--- src/sv/swm_ring.sv ---
// ----------------------------------------------------------------------------
// Arrival ring
// Samples in arrival order, one write port and one registered read port.
// ----------------------------------------------------------------------------
module swm_ring #(
  parameter int AW = 6,
  parameter int W  = 16
) (
  input  logic          clk,
  input  logic          wr_en,
  input  logic [AW-1:0] wr_addr,
  input  logic [W-1:0]  wr_data,
  input  logic          rd_en,
  input  logic [AW-1:0] rd_addr,
  output logic [W-1:0]  rd_data
);

  logic [W-1:0] mem [2**AW];

  always_ff @(posedge clk) begin
    if (wr_en) begin
      mem[wr_addr] <= wr_data;
    end
    if (rd_en) begin
      rd_data <= mem[rd_addr];
    end
  end

endmodule

--- config.mk ---
export PLATFORM = sky130hd
export DESIGN_NAME = swm_ring
export DESIGN_NICKNAME = d
export VERILOG_FILES = /design/src/sv/swm_ring.sv
export SDC_FILE = /design/constraint.sdc
export NUM_CORES = 1
export LEC_CHECK = 0
export BUFFER_PORTS_ARGS = -buffer_cell sky130_fd_sc_hd__buf_4
export CAP_MARGIN = 20
export CELL_PAD_IN_SITES_DETAIL_PLACEMENT = 1
export CELL_PAD_IN_SITES_GLOBAL_PLACEMENT = 1
export CORE_MARGIN = 10
export CORE_UTILIZATION = 30
export CTS_CLUSTER_DIAMETER = 60
export DETAILED_ROUTE_END_ITERATION = 8
export GPL_TIMING_DRIVEN = 0
export HOLD_SLACK_MARGIN = 0.1
export PLACE_DENSITY = 0.53
export SETUP_SLACK_MARGIN = 0.02
export SLEW_MARGIN = 20
export SYNTH_ARGS = -nofsm -noshare
export SYNTH_HDL_FRONTEND = slang
export SYNTH_SLANG_ARGS = --single-unit
--- constraint.sdc ---
create_clock -name clk -period 6.2 [get_ports clk]
set_clock_uncertainty 0.15 [all_clocks]
set_input_delay 0.31 -clock clk [delete_from_list [all_inputs] [get_ports clk]]
set_output_delay 0.31 -clock clk [all_outputs]
set_load 0.03 [all_outputs]
Yosys cells after proc, flatten, opt, wreduce, memory -nomap -nowiden. Memory sizes are Yosys's and may differ from the RTL's. A register that Yosys moved wholly into a read port is not among the register bits. Index checks and enable logic that the tools add are counted.

Output and inout bits: 16. Memory bits (writable): 1024. Flip-flop bits (word level): 0. Memories: 1. Input port bits: 31. Word-level logic and storage cells: 3.

Muxes and demuxes: 2.

Memory list: mem (words 64, width 16, rd ports 1, clocked after Yosys merged registers in 1, wr ports 1, line 18) `logic [W-1:0] mem [2**AW];`.

Operator list (count): 1-bit two-way mux (2).

Longest topological paths before layout.
Depth in word-level cells: 2. Gate-level depth with buffers: 10. Mapped depth without buffers: 5.

Least setup slack after synthesis. No wires, ideal clock.

Path kind: input-to-reg. From: input port wr_addr[3]. To: memory mem[48][0] (enable). Path buffers: 1. Setup slack: 3.705 ns. Stages: 4. Required time: 5.641 ns. Library setup time: 0.409 ns. Arrival time: 1.936 ns. Cells stage by stage: clkbuf_1 > nor2b_1 > nand4b_1 > nor3_1.

RTL lines: start, declared (line 11) `input logic [AW-1:0] wr_addr,`; end, declared (line 18).

Straight into the memory's write port.

Final worst setup path.
From: input port wr_addr[1]. To: memory mem[43][1] (enable).

Straight into the memory's write port.

==> flow_summary.json <==
{
  "io_pins": 47,
  "startpoint": "wr_addr[1]",
  "yosysUniqueCellTypes": 42,
  "pwr_density_cell_nw_per_um2": 323,
  "path_cells": "dlygate4sd3_1, clkbuf_1, nor2b_1, nand3_1, nor2_2",
  "p_sw_share_pct": 22.0,
  "cts_root_buffer": "clkbuf_16",
  "drc_errors": 0,
  "drt_wl_total_um": 117000,
  "die_w_um": 386,
  "slowest_delay_ns": 1.02,
  "critPathMaxFanout": 16,
  "outcome": "finished clean",
  "async_flop_share_pct": 0,
  "period_share_pct": 50.3,
  "maxSlewHeadroom_pct": 28.1,
  "critPathLaunchType": "primary input",
  "worst_pin_slew_ns": 1.08,
  "clock.fmax_ghz": 0.321,
  "grt_pass1_wl_um": 163000,
  "crit_type": "in2reg",
  "arrival_ns": 3.29,
  "final_nets": 2080,
  "num_vias": 19700,
  "syn-cell-area_sq_um": 40200,
  "hold_viol": 0,
  "die-area_sq_um": 149000,
  "cts_setup_buffers": 0,
  "fin_cells": 3912,
  "yosysTopAreaCellShare_pct": 77.7,
  "end_kind": "register",
  "wire_per_inst_um": 29.8,
  "synth_top_flop_cell": "edfxtp_1",
  "cts_tree": "built",
  "report.final.slew_viol_count": 0,
  "critical_path_buf_inv_count": 2,
  "std_cell_rows": 134,
  "finalSetupTns_ns": 0,
  "drt_iter0_drc": 1747,
  "cpMaxStageDelayCell": "nor2_2",
  "viasPerCell": 5.05,
  "power_leakage_nw": 14.7,
  "synth.area.top_cells": "edfxtp_1, mux4_2, mux2i_1",
  "rsz0062_at_grt": "no",
  "chipHeight_um": 386,
  "ys_warn_count": 0,
  "syn_inst": 1829,
  "avgSynthCellArea_sq_um": 22.0,
  "use_met1_pct": 21.7,
  "dp_cells": 3692,
  "cts.clk_slew.worst_paths_ns": 0.05,
  "antenna_found_initial": 5,
  "synth_most_common_cell": "edfxtp_1",
  "switching_power_mw": 3.36,
  "required_ns": 6.37,
  "internal-power_mw": 11.9,
  "synth_commonest_cells": "edfxtp_1, mux4_2, mux2i_1, nor2_1, nand2_1",
  "initial_core_util_pct": 30.2,
  "gp_congestion": 0.899,
  "cpLargestDelayFamily": "simple AND/OR/NAND/NOR gates",
  "numCtsBuffers": 111,
  "insertion_delay_ns": 0.70,
  "syn2layout_area_growth_pct": 17.8,
  "grt_pass1_vias": 20500,
  "cts-resized-gates": 0,
  "cts_buffer_depth": 3,
  "yosys_register_bits": 1040,
  "cts_max_level": 3,
  "synth_edf_count": 1040,
  "period_needed_ns": 3.12,
  "gr-usage-met3_pct": 3.19,
  "synth_fp_nets": 1860,
  "grt_use_met2_pct": 24.5,
  "grt_start_max_net_pins": 65,
  "coreArea_sq_um": 133000,
  "grt_remaining_overflow": 0,
  "place_hpwl_um": 76100,
  "synth_top_area_cell": "edfxtp_1",
  "holdWs_ns": 0.110,
  "reg2reg_from": "mem[18][9]",
  "clkPwrFrac_pct": 43.2,
  "groute.usage.overall_pct": 15.5,
  "synth_seq_area_share_pct": 77.7,
  "finalSetupViolations": 0,
  "max_cap_viol_count": 0,
  "cts_sinks": 1040,
  "firstDrtPassIters": 5,
  "min-delay-start": "wr_data[1]",
  "route.antenna.remaining_nets": 0,
  "ir_drop_mv": 0.213,
  "busiest_layer": "met2",
  "drive_gt1_share_pct": 30.3,
  "combPwrFrac_pct": 5.6,
  "worstHoldPathType": "in2reg",
  "io_buffers": 39,
  "seq_power_share_pct": 51.1
}
## metal layers
metal | share of wire (%) | wire length, um
met2 | 47 | 54500
met3 | 6.3 | 7350
met4 | 2.6 | 3060
met1 | 44 | 51700
met5 | 0.011 | 13
## state kept, by name (all words and copies together) (netlist names)
register,count
mem,1024
rd_data,16
## cell families after synthesis
family / count (synthesis) / share of synthesized area (%)
simple gates: 220 / 2.64
mux: 336 / 15.5
compound gates: 129 / 2.40
buf+inv: 104 / 1.82
flops: 1040 / 77.7
## layout make-up
type / instances / area [sq um]
Clock inverter: 66 / 667
Multi-Input combinational cell: 685 / 8460
Timing Repair Buffer: 107 / 1120
Tap cell: 1768 / 2210
Antenna cell: 2 / 5.00
Sequential cell: 1040 / 31200
Buffer: 104 / 733
Fill cell: 13000 / 85900
Clock buffer: 140 / 2930
## placed cells by master (no fill, tap or decap), types with 26 or more instances in the layout
| cell | synthesis | layout |
|---|---|---|
| mux2i_1 | 85 | 85 |
| buf_8 | 3 | 26 |
| a22oi_1 | 39 | 39 |
| clkbuf_16 | 0 | 113 |
| buf_4 | 13 | 54 |
| mux4_2 | 220 | 220 |
| nor2_2 | 2 | 55 |
| nand2_1 | 59 | 59 |
| mux2_2 | 27 | 27 |
| nor2b_1 | 30 | 30 |
| buf_6 | 17 | 48 |
| buf_2 | 36 | 36 |
| edfxtp_1 | 1040 | 1040 |
| clkbuf_1 | 24 | 51 |
## metrics by stage
stage          total power [mW]  cell area, sq um  setup WS, ns  utilization (%)
2_1_floorplan              8.38             40200          3.71                -
3_3_place_gp               8.80             42700          2.03             32.0
3_5_place_dp               8.83             43600          2.36             32.7
4_1_cts                    15.4             47300          3.11             35.5
5_1_grt                    15.8             47400          2.97             35.5
6_report                   15.3             47400          3.08             35.5
## final timing paths
check	endpoint	slack [ns]	cells past startpoint
hold reg to reg	rd_data[2]	0.96	4
hold / removal	mem[34][1]	0.11	1
setup reg to reg	rd_data[9]	3.29	5
setup / recovery	mem[43][1]	3.08	5
## power by group through the flow
stage               sequential, mW  clock (mW)  combinational [mW]
finish                        7.81        6.61               0.863
global route                  7.82        7.03               0.912
CTS                           7.82        6.74               0.879
detailed placement            7.96           0               0.869
global placement              7.96           0               0.838
floorplan                     7.98           0               0.403
## worst reg2reg max path: stages, from the launching register on
cell and delay [ns]:
edfxtp_1 0.37, mux4_2 0.47, mux2i_1 0.57, a22oi_1 0.19
a31oi_1 0.57, a311oi_1 0.25
## what timing repair did
action / 4_1_cts / 5_1_grt
endpoints found under the hold margin: 305 / 0
hold buffers: 12 / 0
setup endpoints to repair: 0 / 0
No activity file was read; power rests on OpenSTA's default activity.
