===== src/sv/swm_pkg.sv =====
// ----------------------------------------------------------------------------
// Sliding window median package
// Register map, configuration widths and the cell control type.
// ----------------------------------------------------------------------------
package swm_pkg;

  localparam int CFG_W  = 7;
  localparam int DATA_W = 32;
  localparam int ADDR_W = 3;

  localparam logic [CFG_W-1:0] WINDOW_SIZE_RESET = 7'd3;

  // Register index taken from the word address bits of paddr.
  localparam logic [ADDR_W-3:0] REG_WINDOW_SIZE = 1'b0;

  typedef struct packed {
    logic ins;
    logic del;
  } cell_ctrl_t;

endpackage


===== src/sv/swm_cell.sv =====
// ----------------------------------------------------------------------------
// Sorted chain cell
// Holds one sample of the sorted window and shifts with its neighbours on
// insertion and eviction.
// ----------------------------------------------------------------------------
module swm_cell #(
  parameter int SAMPLE_WIDTH = 16
) (
  input  logic                           clk,
  input  swm_pkg::cell_ctrl_t            ctrl,
  input  logic signed [SAMPLE_WIDTH-1:0] sample,
  input  logic signed [SAMPLE_WIDTH-1:0] evict_val,
  input  logic signed [SAMPLE_WIDTH-1:0] left_val,
  input  logic                           left_ins,
  input  logic signed [SAMPLE_WIDTH-1:0] right_val,
  input  logic                           valid,
  output logic signed [SAMPLE_WIDTH-1:0] val,
  output logic                           ins
);

  // The new sample goes in after every held value that is not greater.
  assign ins = !valid || (val > sample);

  always_ff @(posedge clk) begin
    if (ctrl.ins) begin
      if (left_ins) begin
        val <= left_val;
      end else if (ins) begin
        val <= sample;
      end
    end else if (ctrl.del) begin
      if (valid && (val >= evict_val)) begin
        val <= right_val;
      end
    end
  end

endmodule


===== config.mk =====
export PLATFORM = sky130hd
export DESIGN_NAME = swm_cell
export DESIGN_NICKNAME = d
export VERILOG_FILES = /design/src/sv/swm_pkg.sv /design/src/sv/swm_cell.sv
export SDC_FILE = /design/constraint.sdc
export NUM_CORES = 1
export LEC_CHECK = 0
export ABC_AREA = 1
export BUFFER_PORTS_ARGS = -buffer_cell sky130_fd_sc_hd__buf_4
export CORE_UTILIZATION = 40
export DETAILED_ROUTE_END_ITERATION = 8
export PLACE_DENSITY_LB_ADDON = 0.25
export SLEW_MARGIN = 20
export SYNTH_ARGS = -nofsm -noshare
export SYNTH_HDL_FRONTEND = slang
export SYNTH_SLANG_ARGS = --single-unit
export TNS_END_PERCENT = 1

===== constraint.sdc =====
create_clock -name clk -period 2.22 [get_ports clk]
set_input_delay 0 -clock clk [delete_from_list [all_inputs] [get_ports clk]]
set_output_delay 0 -clock clk [all_outputs]
set_load 0.01 [all_outputs]

## After elaboration in Yosys (flattened, before gate mapping)

Cells that the tools add are included.

- Magnitude comparators: 2
- Eq/ne operators: 1
- Mux-type cells: 5
- Reduce and logical (&&, ||, !) cells: 6

Operators with widths:

| operator | count |
|---|---|
| two-way mux 16 bit | 5 |
| greater-or-equal comparator 16 bit | 1 |
| greater-than comparator 16 bit | 1 |
| nonzero test 2 bit | 2 |
| != test 3 x 1 -> 1 bit (second input constant) | 1 |
| AND reduction 3 bit | 1 |
| logical AND 1 bit | 1 |
| logical NOT 1 bit | 1 |
| logical OR 1 bit | 1 |

- Register bits after elaboration: 16
- Logic and storage cells: 15

## Logic depth before layout (Yosys ltp)

- Depth after elaboration: 5
- Gate-level depth with buffers: 16
- Depth with buffers taken out: 16

## Least setup slack after synthesis

No wires, ideal clock.

- Kind: flip-flop to flip-flop
- Start point: register val[15]
- End point: register val[0] (enable)
- Arrival time: 1,819 ps
- Setup slack: 37 ps
- Stages on the path, launching flop included: 14
- Buffers on the path: 0
- Path through: edfxtp_1 > ha_1 > nand2_2 > nor2_4 > nand2_2 > nor2_4 > nand2_2 > nand3_2 > nand2_1 > nand3_1 > nand2_1 > nand2_1 > nand2_1 > inv_1

- Word-level cells in the longest chain between the ends: 4
- Elaborated cells on any way between the ends: 7
- Those cells by class: 2 x order compare; 1 x eq/ne; 4 x reduce/logical

RTL lines:

| what | RTL line | RTL |
|---|---|---|
| start: declaration | swm_cell.sv:17 | `output logic signed [SAMPLE_WIDTH-1:0] val,` |
| start signal: assignment | swm_cell.sv:27 | `val <= left_val;` |
| start signal: assignment | swm_cell.sv:29 | `val <= sample;` |
| start signal: assignment | swm_cell.sv:33 | `val <= right_val;` |
| greater-than comparator 16 bit / greater-or-equal comparator 16 bit (equally long branches) | swm_cell.sv:22, swm_cell.sv:32 |  |
| logical OR 1 bit / logical AND 1 bit (equally long branches) | swm_cell.sv:22, swm_cell.sv:32 |  |
| != test 3 x 1 -> 1 bit (no line) / nonzero test 2 bit (equally long branches) | - |  |
| AND reduction 3 bit (no line) * | - |  |

Every way passes the cells marked *; elsewhere a longest branch is shown, timed or not.
A chain may end at the register's enable or synchronous reset.

## Final worst setup path

- Start point: register val[9]
- End point: register val[7] (enable)

Same word-level chain as after synthesis.

==> metrics.md <==
| Metric | Value |
|---|---|
| Starting DRT DRC Count | `75` |
| Clk pin slew, worst setup/hold paths | `60 ps` |
| Post-CTS Hold Buffers | `0` |
| Port buffer count | `85` |
| Slew headroom | `79.0%` |
| RSZ-0062 raised after global routing | `yes` |
| Initial core utilization | `between 40% and 50%` |
| Vias per cell | `slightly below 5` |
| Largest regs | `val x16` |
| Number of nets with antenna violations after routing | `0` |
| CP required | `around 2200 ps` |
| Vias in the first global route | `1726` |
| CP Launch Type | `flop` |
| Net switching power | `0.375 mW` |
| Max Buffers Root-to-Sink | `2` |
| Skew final | `1.02 ps` |
| Worst path max stage delay | `roughly 480 ps` |
| Sw Share | `33.4%` |
| Top reg by flops | `val` |
| CTS Sinks | `16` |
| Setup violators final | `0` |
| Fraction of layout cells with a size suffix above 1 | `33.5%` |
| CP max stage cell | `edfxtp_1` |
| IO Pins | `86` |
| ANT cells | `0` |
| Placement Rows | `23` |
| Synth warn | `0` |
| Sequential fraction of the synthesis area | `around 27%` |
| DR DRC count | `0` |
| Max Clk Rate | `474 MHz` |
| Area of the mapped netlist | `1760 um2` |
| Max-cap violations | `0` |
| Endpoint type of the worst setup path | `flop` |
| Initial antenna violation count | `0` |
| Final Critical Period | `roughly 2100 ps` |
| Clk_lat worst skew | `250 ps` |
| Critical path cell sequence | `ha_4 -> nand2_2 -> nor2_2 -> nand2_2 -> nor2_4 -> nand2_2 -> nand3_2 -> nand2_1 -> nand3_1 -> nand2_1 -> nand2_1 -> nand2_1 -> inv_2 -> buf_12` |
| HPWL Detailed | `3.93 mm` |
| Slew @ Worst Pin | `315 ps` |
| Most frequent CP cell | `nand2_1` |
| CTS tree | `done` |
| Comb pwr share | `a little over two fifths` |
| Final cycle utilization of the critical path | `95.0%` |
| Nets | `445` |
| Area leader, netlist | `edfxtp_1` |
| Flop pwr share | `36.5%` |
| Pwr per Cell Area | `~430 nW/um2` |
| Gr usage total | `between 20 and 25%` |
| Gpl congestion | `0.878` |
| Leakage | `around 1.4 nW` |
| Total grt overflow | `0` |
| Die area | `~4700 um2` |
| Number of synthesized register bits | `16` |
| Yosys cell types | `17` |
| Router iterations before antenna repair | `4` |
| Core ar. | `roughly 4100 um2` |
| TritonCTS Buffers | `3` |
| Fill count | `383` |
| Top-area cell type share of the netlist area | `between 20% and 30%` |
| Largest net degree at the start of global routing | `19` |
| Vias | `between 1500 and 2000` |
| Overall Power | `1.12 mW` |
| Routed WL | `4.83 mm` |
| CP arrival | `2070 ps` |
| Status | `finished clean` |
| H-Tree Depth | `1` |
| Max-slew violations | `0` |
| Die Height | `around 68 um` |
| Wire length of the first global-routing pass | `7.30 mm` |
| Synth Instances | `255` |
| Max Fanout on Critical Path | `16` |
| Final hold vios | `0` |
| Clk pwr share | `19.6%` |
| Clock Root Buffer | `clkbuf_8` |
| WS Path Type | `flop to flop` |
| Cell Int Power | `roughly 0.75 mW` |
| Synth Net Count | `356` |
| Max reg flops | `16` |
| Hold Slack | `32.1 ps` |
| Hold Crit Class | `input port to flop` |
| Die X | `just under 70 um` |
| Mapped Avg Cell Area | `6.91 um2` |
| Layout area overhead | `47.1%` |
| Largest cells by area after synthesis | `edfxtp_1, ha_1, nand2_1` |
| VDD IR max | `between 200 and 300 uV` |
| Per-cell routed wire length | `roughly 12 um` |
-- what timing repair did --
action	4_1_cts	5_1_grt
setup endpoints to repair	0	16
setup buffers	0	2
resized for setup	0	10
-- cell usage in the layout (no fill, tap or decap), types with 4 or more instances in the layout --
cell type	count
a21oi_1	9
buf_4	87
edfxtp_1	16
ha_1	28
ha_4	4
inv_1	47
inv_2	8
nand2_1	62
nand2_2	5
nand3_1	6
nor2_1	22
o21ai_0	22
o21ai_1	11
-- worst paths after layout --
kind,cells past startpoint,start,to,slack (ps)
hold / removal,3,right_val[5],val[5]$_DFFE_PP_,30
setup / recovery,14,val[9]$_DFFE_PP_,val[7]$_DFFE_PP_,110
setup reg to reg,14,val[9]$_DFFE_PP_,val[7]$_DFFE_PP_,110
hold reg to reg,8,val[15]$_DFFE_PP_,val[4]$_DFFE_PP_,1230
-- synthesized netlist by cell type --
master    number
nand2_1       64
inv_1         48
ha_1          32
nor2_1        24
o21ai_0       22
edfxtp_1      16
o21ai_1       11
a21oi_1       10
inv_2          7
nand3_1        6
clkbuf_1       4
nand2_2        3
nand4_1        3
nor2_4         2
a21o_1         1
nand3_2        1
nor2_2         1
-- logic make-up after synthesis --
| logic type | Yosys count | share of synthesized area, % |
|---|---|---|
| flip-flops | 16 | 27.3 |
| buffers and inverters | 59 | 12.6 |
| adder cells (fa/ha/maj) | 32 | 22.7 |
| AND/OR/NAND/NOR | 104 | 24.8 |
| AO/OA/AOI/OAI | 44 | 12.6 |
-- through the flow --
stage	TNS (ps)	worst slack [ps]	util, %	instance area [um2]	std cells
after floorplan	0	37.1	-	1760	255
after global placement	0	102	60.0	2470	387
after detailed placement	0	17.5	60.0	2470	387
after CTS	0	7.65	61.1	2510	391
after global routing	-553	-38.8	63.0	2590	393
final	0	111	63.0	2590	393
-- area by class of cell --
type,count,area (um2),share of cell area (%)
inverter,55,206,7.97
timing repair buffer,88,673,26.0
clock buffer,3,41.3,1.59
sequential,16,480,18.5
clock inverter,1,3.75,0.145
tap,50,62.6,2.41
multi-input combinational,180,1120,43.4
-- layer usage --
metal | share of wire, % | global-route usage [%] | vias up
met3 | 5.5 | 2.50 | 8
met4 | 1.5 | 8.85 | 0
met5 | 0 | 0 | -
met2 | 52 | 37.7 | 57
met1 | 41 | 26.3 | 838
li1 | - | - | 991
-- worst max-delay path, delay by kind of cell (launching register included) --
kind | cells | cell delay (ps)
adders and majority gates | 1 | 320
buffers and inverters | 2 | 210
and+or+nand+nor | 11 | 820
DFF | 1 | 480
-- power by group through the flow --
stage          Clock, mW  Combinational (mW)  Sequential [mW]
2_1_floorplan          0               0.239            0.420
3_3_place_gp           0               0.458            0.413
3_5_place_dp           0               0.468            0.414
4_1_cts            0.223               0.472            0.408
5_1_grt            0.234               0.565            0.416
6_report           0.220               0.494            0.411
Note: power is estimated with default switching activity, not from simulation.
